`src/sv/tec_pkg.sv`:
```
// Shared types, token tables and constants for the text escape codec.
// No dependencies; imported by every module of the codec.
package tec_pkg;

   localparam int TOKEN_COUNT = 6;
   localparam int WINDOW_MAX  = 5;
   localparam int PEND_MAX    = 4;
   localparam int CNT_W       = 3;

   typedef enum logic [1:0] {
      MODE_HTML_ESC   = 2'd0,
      MODE_HTML_UNESC = 2'd1,
      MODE_SQL_ESC    = 2'd2,
      MODE_PASS       = 2'd3
   } mode_type;

   typedef logic [0:WINDOW_MAX-1][7:0] window_type;

   typedef struct packed {
      window_type         data;
      logic [CNT_W-1:0]   cnt;
      logic               last;
   } entry_type;

   localparam logic [7:0] CHAR_AMP   = 8'h26;
   localparam logic [7:0] CHAR_LT    = 8'h3c;
   localparam logic [7:0] CHAR_BSL   = 8'h5c;
   localparam logic [7:0] CHAR_DQUOT = 8'h22;
   localparam logic [7:0] CHAR_SQUOT = 8'h27;

   localparam window_type TOK_TEXT [TOKEN_COUNT] = '{
      '{8'h26, 8'h61, 8'h6d, 8'h70, 8'h3b},
      '{8'h26, 8'h6c, 8'h74, 8'h3b, 8'h00},
      '{8'h26, 8'h67, 8'h74, 8'h3b, 8'h00},
      '{8'h26, 8'h23, 8'h33, 8'h34, 8'h3b},
      '{8'h26, 8'h23, 8'h33, 8'h39, 8'h3b},
      '{8'h3c, 8'h62, 8'h72, 8'h2f, 8'h3e}
   };

   localparam logic [CNT_W-1:0] TOK_LEN [TOKEN_COUNT] = '{
      3'd5, 3'd4, 3'd4, 3'd5, 3'd5, 3'd5
   };

   localparam logic [7:0] TOK_CHAR [TOKEN_COUNT] = '{
      8'h26, 8'h3c, 8'h3e, 8'h22, 8'h27, 8'h0a
   };

endpackage

```
`src/sv/tec_front.sv`:
```
// Front end of the codec: accepts request bytes, matches tokens, builds queue entries.
// Holds the partial-token window for unescape. Depends on tec_pkg.
module tec_front import tec_pkg::*; (
   input  logic       clock,
   input  logic       reset,
   input  mode_type   mode,
   input  logic       req_valid,
   output logic       req_ready,
   input  logic [7:0] req_in_byte,
   input  logic       req_in_last,
   input  logic       q_full,
   output logic       push,
   output entry_type  entry
);

   logic [7:0]       pend_ff [PEND_MAX];
   logic [7:0]       pend_in [PEND_MAX];
   logic [CNT_W-1:0] pend_cnt_ff;
   logic [CNT_W-1:0] pend_cnt_in;
   logic [CNT_W-1:0] held;
   logic [CNT_W-1:0] wl;
   window_type       win;
   logic             fire;
   logic             full_any;
   logic             prefix_any;
   logic             hold_b;
   logic [7:0]       full_char;
   logic [TOKEN_COUNT-1:0] tok_hit;

   assign req_ready = !q_full;
   assign fire      = req_valid && req_ready;
   assign held      = pend_cnt_ff;
   assign wl        = pend_cnt_ff + 3'd1;
   assign hold_b    = (req_in_byte == CHAR_AMP || req_in_byte == CHAR_LT) && !req_in_last;

   always_comb begin
      for (int i = 0; i < PEND_MAX; i++) begin
         if (3'(i) < held) begin
            win[i] = pend_ff[i];
         end else if (3'(i) == held) begin
            win[i] = req_in_byte;
         end else begin
            win[i] = 8'h00;
         end
      end
      win[WINDOW_MAX-1] = (held == 3'(PEND_MAX)) ? req_in_byte : 8'h00;
   end

   always_comb begin
      full_any   = 1'b0;
      prefix_any = 1'b0;
      full_char  = 8'h00;
      for (int t = 0; t < TOKEN_COUNT; t++) begin
         tok_hit[t] = (wl <= TOK_LEN[t]);
         for (int i = 0; i < WINDOW_MAX; i++) begin
            if (3'(i) < wl && win[i] != TOK_TEXT[t][i]) begin
               tok_hit[t] = 1'b0;
            end
         end
         if (tok_hit[t] && wl == TOK_LEN[t]) begin
            full_any  = 1'b1;
            full_char = TOK_CHAR[t];
         end
         if (tok_hit[t] && wl < TOK_LEN[t]) begin
            prefix_any = 1'b1;
         end
      end
   end

   always_comb begin
      entry.data  = '0;
      entry.cnt   = 3'd1;
      entry.last  = req_in_last;
      pend_cnt_in = pend_cnt_ff;
      for (int i = 0; i < PEND_MAX; i++) begin
         pend_in[i] = pend_ff[i];
      end
      entry.data[0] = req_in_byte;
      unique case (mode)
         MODE_HTML_ESC: begin
            for (int t = 0; t < TOKEN_COUNT; t++) begin
               if (TOK_CHAR[t] == req_in_byte) begin
                  entry.data = TOK_TEXT[t];
                  entry.cnt  = TOK_LEN[t];
               end
            end
         end
         MODE_SQL_ESC: begin
            if (req_in_byte == CHAR_BSL || req_in_byte == CHAR_DQUOT ||
                req_in_byte == CHAR_SQUOT) begin
               entry.data[0] = CHAR_BSL;
               entry.data[1] = req_in_byte;
               entry.cnt     = 3'd2;
            end
         end
         MODE_HTML_UNESC: begin
            pend_cnt_in = '0;
            if (full_any) begin
               entry.data[0] = full_char;
            end else if (prefix_any && !req_in_last) begin
               entry.cnt   = '0;
               pend_cnt_in = wl;
               for (int i = 0; i < PEND_MAX; i++) begin
                  pend_in[i] = win[i];
               end
            end else if (prefix_any) begin
               entry.data = win;
               entry.cnt  = wl;
            end else if (hold_b) begin
               entry.data  = win;
               entry.cnt   = held;
               pend_cnt_in = 3'd1;
               pend_in[0]  = req_in_byte;
            end else begin
               entry.data = win;
               entry.cnt  = wl;
            end
         end
         MODE_PASS: begin
            entry.cnt = 3'd1;
         end
         default: begin
            entry.cnt = 3'd1;
         end
      endcase
   end

   assign push = fire && (entry.cnt != '0);

   always_ff @(posedge clock) begin
      if (reset) begin
         pend_cnt_ff <= '0;
      end else if (fire && mode == MODE_HTML_UNESC) begin
         pend_cnt_ff <= pend_cnt_in;
      end
   end

   always_ff @(posedge clock) begin
      if (fire && mode == MODE_HTML_UNESC) begin
         for (int i = 0; i < PEND_MAX; i++) begin
            pend_ff[i] <= pend_in[i];
         end
      end
   end

endmodule

```
`src/sv/tec_queue.sv`:
```
// Short entry queue between the codec front end and the serialiser.
// Depends on tec_pkg for the entry type.
module tec_queue import tec_pkg::*; #(
   parameter int DEPTH = 4
) (
   input  logic      clock,
   input  logic      reset,
   input  logic      push,
   input  entry_type push_entry,
   input  logic      pop,
   output logic      full,
   output logic      head_valid,
   output entry_type head
);

   localparam int PTR_W = (DEPTH > 1) ? $clog2(DEPTH) : 1;
   localparam int CNT_W_Q = $clog2(DEPTH + 1);

   entry_type          slot_ff [DEPTH];
   logic [PTR_W-1:0]   wr_ptr_ff, wr_ptr_in;
   logic [PTR_W-1:0]   rd_ptr_ff, rd_ptr_in;
   logic [CNT_W_Q-1:0] cnt_ff, cnt_in;
   logic               do_push;
   logic               do_pop;

   assign full       = (cnt_ff == CNT_W_Q'(DEPTH));
   assign head_valid = (cnt_ff != '0);
   assign head       = slot_ff[rd_ptr_ff];
   assign do_push    = push && !full;
   assign do_pop     = pop && head_valid;

   always_comb begin
      wr_ptr_in = wr_ptr_ff;
      rd_ptr_in = rd_ptr_ff;
      cnt_in    = cnt_ff;
      if (do_push) begin
         wr_ptr_in = (wr_ptr_ff == PTR_W'(DEPTH - 1)) ? '0 : wr_ptr_ff + PTR_W'(1);
      end
      if (do_pop) begin
         rd_ptr_in = (rd_ptr_ff == PTR_W'(DEPTH - 1)) ? '0 : rd_ptr_ff + PTR_W'(1);
      end
      if (do_push && !do_pop) begin
         cnt_in = cnt_ff + CNT_W_Q'(1);
      end else if (do_pop && !do_push) begin
         cnt_in = cnt_ff - CNT_W_Q'(1);
      end
   end

   always_ff @(posedge clock) begin
      if (reset) begin
         wr_ptr_ff <= '0;
         rd_ptr_ff <= '0;
         cnt_ff    <= '0;
      end else begin
         wr_ptr_ff <= wr_ptr_in;
         rd_ptr_ff <= rd_ptr_in;
         cnt_ff    <= cnt_in;
      end
   end

   always_ff @(posedge clock) begin
      if (do_push) begin
         slot_ff[wr_ptr_ff] <= push_entry;
      end
   end

endmodule

```
`src/sv/tec_back.sv`:
```
// Back end of the codec: walks the head entry byte by byte into the response register.
// Depends on tec_pkg for the entry type.
module tec_back import tec_pkg::*; (
   input  logic       clock,
   input  logic       reset,
   input  logic       head_valid,
   input  entry_type  head,
   output logic       pop,
   output logic       rsp_valid,
   input  logic       rsp_ready,
   output logic [7:0] rsp_out_byte,
   output logic       rsp_out_last
);

   logic [CNT_W-1:0] idx_ff, idx_in;
   logic             valid_ff, valid_in;
   logic [7:0]       byte_ff, byte_in;
   logic             last_ff, last_in;
   logic             load;
   logic             at_end;

   assign load   = head_valid && (!valid_ff || rsp_ready);
   assign at_end = ((idx_ff + 3'd1) == head.cnt);
   assign pop    = load && at_end;

   always_comb begin
      idx_in   = idx_ff;
      valid_in = valid_ff && !rsp_ready;
      byte_in  = byte_ff;
      last_in  = last_ff;
      if (load) begin
         valid_in = 1'b1;
         byte_in  = head.data[idx_ff];
         last_in  = head.last && at_end;
         idx_in   = at_end ? '0 : idx_ff + 3'd1;
      end
   end

   always_ff @(posedge clock) begin
      if (reset) begin
         idx_ff   <= '0;
         valid_ff <= 1'b0;
      end else begin
         idx_ff   <= idx_in;
         valid_ff <= valid_in;
      end
   end

   always_ff @(posedge clock) begin
      byte_ff <= byte_in;
      last_ff <= last_in;
   end

   assign rsp_valid    = valid_ff;
   assign rsp_out_byte = byte_ff;
   assign rsp_out_last = last_ff;

endmodule

```
`src/sv/text_escape_codec_core.sv`:
```
// Top level of the text escape codec: mode register, front end, queue and serialiser.
// Depends on tec_pkg, tec_front, tec_queue and tec_back.
//
// Usage:
//   Request channel (req_valid/req_ready) carries one text byte per request with
//   req_in_last marking the end of the text. Response channel (rsp_valid/rsp_ready)
//   returns the rewritten bytes; rsp_out_last is set on the final byte produced by a
//   request that had req_in_last set.
//   The mode register at byte address 0 of the APB port selects html escape (0),
//   html unescape (1), sql backslash escape (2) or pass-through (3). Write it only
//   while no request is in flight.
//   The first byte of a request passes through the queue and then the response
//   register before it shows on rsp_valid. One request is accepted per cycle while
//   the queue has room; the serialiser emits one byte per cycle while rsp_ready is
//   high, and the queue absorbs the difference while a request expands into N bytes.
//   Unescape may hold up to four bytes of a partial token and give nothing for them
//   until the token completes, fails or the last byte arrives.
//   Reset clears the mode to 0, empties the queue and drops any held partial token.
//   A stalled receiver fills the queue, after which req_ready drops until it drains.
module text_escape_codec_core import tec_pkg::*; #(
   parameter int QUEUE_DEPTH = 4
) (
   input  logic        clock,
   input  logic        reset,
   input  logic        req_valid,
   output logic        req_ready,
   input  logic [7:0]  req_in_byte,
   input  logic        req_in_last,
   output logic        rsp_valid,
   input  logic        rsp_ready,
   output logic [7:0]  rsp_out_byte,
   output logic        rsp_out_last,
   input  logic        psel,
   input  logic        penable,
   input  logic        pwrite,
   input  logic [2:0]  paddr,
   input  logic [31:0] pwdata,
   output logic [31:0] prdata,
   output logic        pready
);

   mode_type  mode_ff, mode_in;
   logic      csr_wr;
   logic      q_full;
   logic      push;
   entry_type push_entry;
   logic      pop;
   logic      head_valid;
   entry_type head;

   assign pready = 1'b1;
   assign csr_wr = psel && penable && pwrite && pready && (paddr[2] == 1'b0);
   assign mode_in = csr_wr ? mode_type'(pwdata[1:0]) : mode_ff;
   assign prdata = (paddr[2] == 1'b0) ? {30'b0, mode_ff} : 32'b0;

   always_ff @(posedge clock) begin
      if (reset) begin
         mode_ff <= MODE_HTML_ESC;
      end else begin
         mode_ff <= mode_in;
      end
   end

   tec_front u_front (
      .clock       (clock),
      .reset       (reset),
      .mode        (mode_ff),
      .req_valid   (req_valid),
      .req_ready   (req_ready),
      .req_in_byte (req_in_byte),
      .req_in_last (req_in_last),
      .q_full      (q_full),
      .push        (push),
      .entry       (push_entry)
   );

   tec_queue #(
      .DEPTH (QUEUE_DEPTH)
   ) u_queue (
      .clock      (clock),
      .reset      (reset),
      .push       (push),
      .push_entry (push_entry),
      .pop        (pop),
      .full       (q_full),
      .head_valid (head_valid),
      .head       (head)
   );

   tec_back u_back (
      .clock        (clock),
      .reset        (reset),
      .head_valid   (head_valid),
      .head         (head),
      .pop          (pop),
      .rsp_valid    (rsp_valid),
      .rsp_ready    (rsp_ready),
      .rsp_out_byte (rsp_out_byte),
      .rsp_out_last (rsp_out_last)
   );

endmodule

```
`config.mk`:
```
export PLATFORM = sky130hd
export DESIGN_NAME = text_escape_codec_core
export DESIGN_NICKNAME = d
export VERILOG_FILES = /design/src/sv/tec_pkg.sv /design/src/sv/tec_front.sv /design/src/sv/tec_queue.sv /design/src/sv/tec_back.sv /design/src/sv/text_escape_codec_core.sv
export SDC_FILE = /design/constraint.sdc
export NUM_CORES = 1
export LEC_CHECK = 0
export ABC_CLOCK_PERIOD_IN_PS = 5000
export BUFFER_PORTS_ARGS = -buffer_cell sky130_fd_sc_hd__buf_2
export CAP_MARGIN = 30
export CORE_ASPECT_RATIO = 1.1
export CORE_MARGIN = 2
export CORE_UTILIZATION = 50
export CTS_CLUSTER_DIAMETER = 50
export DETAILED_ROUTE_END_ITERATION = 10
export PLACE_DENSITY_LB_ADDON = 0.2
export SYNTH_ARGS = -nofsm -noshare
export SYNTH_HDL_FRONTEND = slang
export SYNTH_SLANG_ARGS = --single-unit
```
`constraint.sdc`:
```
create_clock -name clock -period 5 [get_ports clock]
set_input_delay 0.75 -clock clock [delete_from_list [all_inputs] [get_ports clock]]
set_output_delay 0.75 -clock clock [all_outputs]
set_load 0.005 [all_outputs]
```
==> summary.md <==
The most numerous cell type found on the critical path is buf_4. The critical path contains buffers and inverters numbering 4 combined. In the synthesized netlist, the number of instances is 875. The part of the total power dissipated in combinational logic came out at 0.201. By area the synthesized netlist is led by edfxtp_1 56%, mux4_2 8.6%, dfxtp_1 3.1%. The run gives 43,670 um as the first-pass GRT wire length. Setup repair after global routing left no endpoint under its margin. The largest fanout of any net on the critical path came out at 10. The tool flagged a number of max-cap violations equal to 0. The tools report the kind of capture point of the worst setup path as a register. Summing over every cut layer, the via total after detailed routing is 7,553.

For this run, the leading register cell type out of synthesis is edfxtp_1. The chip height came out at 163.5 um. The type of the tightest min-delay check was in2reg.

The cell type with the largest total area after synthesis is edfxtp_1. In this design, the largest share of critical-path delay is due to compound AO/OA/AOI/OAI gates. Clock transition at the registers of the reported paths: 0.06 ns. The share of synthesized registers carrying an async set or reset is 0. The type of the setup path with the least slack was reg2reg. For the area of the core region, the log shows 22,790 um2. The startpoint of the most critical register-to-register path is u_front.held[1]$_SDFFE_PP0P_.

The number of cells on the worst hold path was 3. For this design the static power due to leakage is 4.576 nW. The fraction of synthesized cell area taken by the top area cell type is 0.5634, and the minimum setup slack after placement is 0.2181 ns. The simple logic cell fraction of the synthesized area works out to 0.1161. In this run the post-CTS setup repair buffer count came out at 0.

IR analysis of the VDD net gives a maximum drop of 240.7 uV. For this design the ratio of total power to cell area is 417.7 nW/um2. The DRC violations left is 0, and the share of synthesized cell area in full adder, half adder and majority cells is 0.01255.

The transition time of the tightest slew-check pin was 0.8085 ns; the delay of the slowest cell on the worst path was 0.61 ns. The global routing usage summed across all routing layers is 0.2377. Post-synthesis sequential area ratio: 0.5945. The remaining global-route overflow was 0; the post-cts hold buffer count was 0. For the final database, setup skew stands at 0.01884 ns. Counting flops with a built-in enable in the synthesized netlist gives 217.

Post-detailed-route via-to-cell ratio: 6.018. Buffers placed on the I/O ports in this run total 31. The die covers 24,370 um2.

The initial core utilization was 0.5076; the final setup violation count was 0. For the part of the power in registers, the log shows 0.452. The synthesized area per cell works out to 13.22 um2. The logs give 1,207 for the count of placed standard cells including taps and 0.001441 W for the switching component of the power. For the final routed database, the setup TNS stands at 0 ns.

The number of different library cells used by synthesis comes to 85. The worst setup path is launched from a register. The number of buffers between clock root and the deepest sink is 3. Number of rows created at floorplan: 58. The run gives 0.41 ns as the setup slack on the worst flop-to-flop path. For the max-slew violation count, the log shows 0. The routability congestion estimate from global placement is 0.9906. The startpoint identified for the worst hold timing path is pwdata[1]. The insertion delay to the later sink of the worst-skew pair was 0.53 ns; the count of warnings emitted by yosys was 0.

XOR/XNOR share of the synthesized area: 0.008979. The tools report the post-synthesis instance area as 11,570 um2. The terminating pin of the worst hold path was mode_ff[1]$_SDFFE_PP0P_. The compound-gate portion of the synthesized area works out to 0.1036. Cell at the slowest stage of the critical path: dfxtp_1. Across all setup checks in the final design, the least slack found is 0.4116 ns. The final critical-path share of the clock period was 0.9177; the cell-internal power was 0.004051 W.

In this run the clock root is driven by a clkbuf_16. The horizontal die dimension works out to 149.0 um. Depth of the most critical reg-to-reg path: 13. The flow ran to the end, and the final reports show no timing, DRC or antenna violations.

The headroom to the max-slew limit came out at 0.4610. The number of global-route vias before repair is 7,386. The tools report the data required time of the critical path as 5.24 ns. Post-CTS repair changed the size of 0 cells.

The maximum number of pins on one net before global-route repair is 45. Once layout is complete, the cells apart from fillers number 1,255. TritonCTS created 26 clock buffers. The area growth from synthesis to final layout was 13.71%; the count of boundary I/O pins was 95.

TritonCTS built the clock tree. The number of antenna violations at the first check in global routing is 0. The tools report the first-iteration detailed-routing DRC count as 586.

The switching share of total power came out at 0.2624. The count of nets left with antenna violations once routing finished came out at 0. Summed over all nets, the half-perimeter wirelength after detailed placement is 19,860 um. The run gives 1 as the count of H-tree levels built during CTS. Static timing analysis puts the maximum clock frequency at 0.2179 GHz. By area, the combinational part of the netlist is dominated by simple AND/OR/NAND/NOR gates.

The fraction of final layout cells sized beyond drive strength 1 is 0.2094. The final routed wire length divided by cell count works out to 22.66 um. The critical path goes through inv_2 > ha_1 > inv_1 > o21ai_1 > o31ai_1 > a31oi_1 > a2111oi_2 > nor3b_1 > o21ai_4 > buf_4 > nand2b_1 > buf_4 > o21ai_0. The count of nets after finishing was 997; the data arrival time of the critical path was 4.82 ns. The final critical path time including I/O delays and setup is 4.588 ns, and the number of flip-flops and latches in the synthesized netlist is 235. The routed design has 28,440 um of wire.

The endpoint of the worst register-to-register path was u_queue.slot_ff[0][13]$_DFFE_PP_. CTS saw 235 sinks. The most instantiated library cell after synthesis was edfxtp_1. The part of the total power dissipated in the clock network is 0.347, and the detailed-routing iteration count for the pre-antenna-repair pass is 5. Sorting the synthesized cells by how often they occur yields 217 x edfxtp_1, 78 x nand2_1, 58 x nor2_1.

The multiplexer fraction of the synthesized cell area came out at 0.1149. The hold violation total from the final report was 0. The final antenna diode count is 0.
## cell families (layout without fill, tap and decap cells)
family | after synthesis | after routing
flops | 235 | 235
xor+xnor | 11 | 11
other cells | 2 | 31
fa+ha+maj | 11 | 11
compound gates | 172 | 172
simple gates | 259 | 259
buf+inv | 109 | 160
mux | 76 | 76
## layout by cell type (no fill, tap or decap), drive strengths merged, types with 5 or more instances in the layout
master,instances
nand2,78
nor3,12
o211ai,5
nor2,59
edfxtp,217
nand3,23
clkbuf,29
mux2,8
clkinv,16
inv,29
o221ai,6
nor4,6
buf,83
nor2b,10
nand2b,8
and2,17
o21a,10
conb,31
mux4,44
nand4,5
dfxtp,18
xor2,6
mux2i,24
a21o,10
o21ai,48
and3,5
xnor2,5
a21oi,39
ha,10
## power by group through the flow
stage | Sequential [W] | Combinational, W | Clock [W]
final | 0.00248 | 0.00111 | 0.00191
after global routing | 0.00250 | 0.00122 | 0.00202
after floorplan | 0.00250 | 0.000807 | 0
after CTS | 0.00248 | 0.00113 | 0.00194
after global placement | 0.00251 | 0.00112 | 0
after detailed placement | 0.00252 | 0.00112 | 0
## metrics by stage
stage | instance area, um2 | hold WS [ns] | total power [W] | util
6_report | 13150 | 0.4555 | 0.005493 | 0.5771
5_1_grt | 13150 | 0.4837 | 0.005742 | 0.5771
4_1_cts | 13150 | 0.4456 | 0.005550 | 0.5771
3_5_place_dp | 12280 | 0.4636 | 0.003650 | 0.5390
3_3_place_gp | 12280 | 0.4531 | 0.003630 | 0.5390
2_1_floorplan | 11670 | 0.4615 | 0.003306 | -
## worst min-delay path, stage by stage
cell,delay (ns)
buf_2,0.08
mux2i_1,0.05
nor2_1,0.07
## worst max-delay path by stage
stage                                       from                          endpoint  slack, ns  cells after the start
floorplan           u_front.held[1]$_SDFFE_PP0P_   u_queue.slot_ff[3][0]$_DFFE_PP_       0.39                     14
global placement                  req_in_byte[5]    u_queue.cnt_ff[2]$_SDFFE_PP0P_       0.32                     17
detailed placement                req_in_byte[5]    u_queue.cnt_ff[2]$_SDFFE_PP0P_       0.22                     17
CTS                 u_front.held[1]$_SDFFE_PP0P_    u_queue.cnt_ff[2]$_SDFFE_PP0P_       0.51                     17
global route        u_front.held[2]$_SDFFE_PP0P_    u_queue.cnt_ff[2]$_SDFFE_PP0P_       0.21                     17
finish              u_front.held[1]$_SDFFE_PP0P_  u_queue.slot_ff[0][13]$_DFFE_PP_       0.41                     13
## final cells by class
cell class                      instances  area, um2
Clock buffer                           29      683.2
Fill cell                            1851       9635
Timing Repair Buffer                   83      670.6
Tap cell                              300      375.4
Multi-Input combinational cell        560       4247
Sequential cell                       235       6882
Clock inverter                         19      185.2
Inverter                               29      108.9
## routing by layer
layer / part of all wire / wire, um / GRT usage
met5: 0 / 0 / 0
met4: 0.022 / 635 / 0.06407
met2: 0.49 / 13990 / 0.3976
met3: 0.054 / 1537 / 0.03101
met1: 0.43 / 12280 / 0.3304
## registers in the layout (all words and copies together), names as in the netlist, named ones only
| register | cells |
|---|---|
| u_queue.wr_ptr_ff | 2 |
| mode_ff | 2 |
| u_queue.slot_ff | 176 |
| u_back.rsp_out_byte | 8 |
| u_back.idx_ff | 3 |
| u_back.rsp_valid | 1 |
| u_queue.cnt_ff | 3 |
| u_back.rsp_out_last | 1 |
| u_front.held | 3 |
| u_front.pend_ff | 32 |
| u_queue.rd_ptr_ff | 2 |
Note: power is estimated with default switching activity, not from simulation.
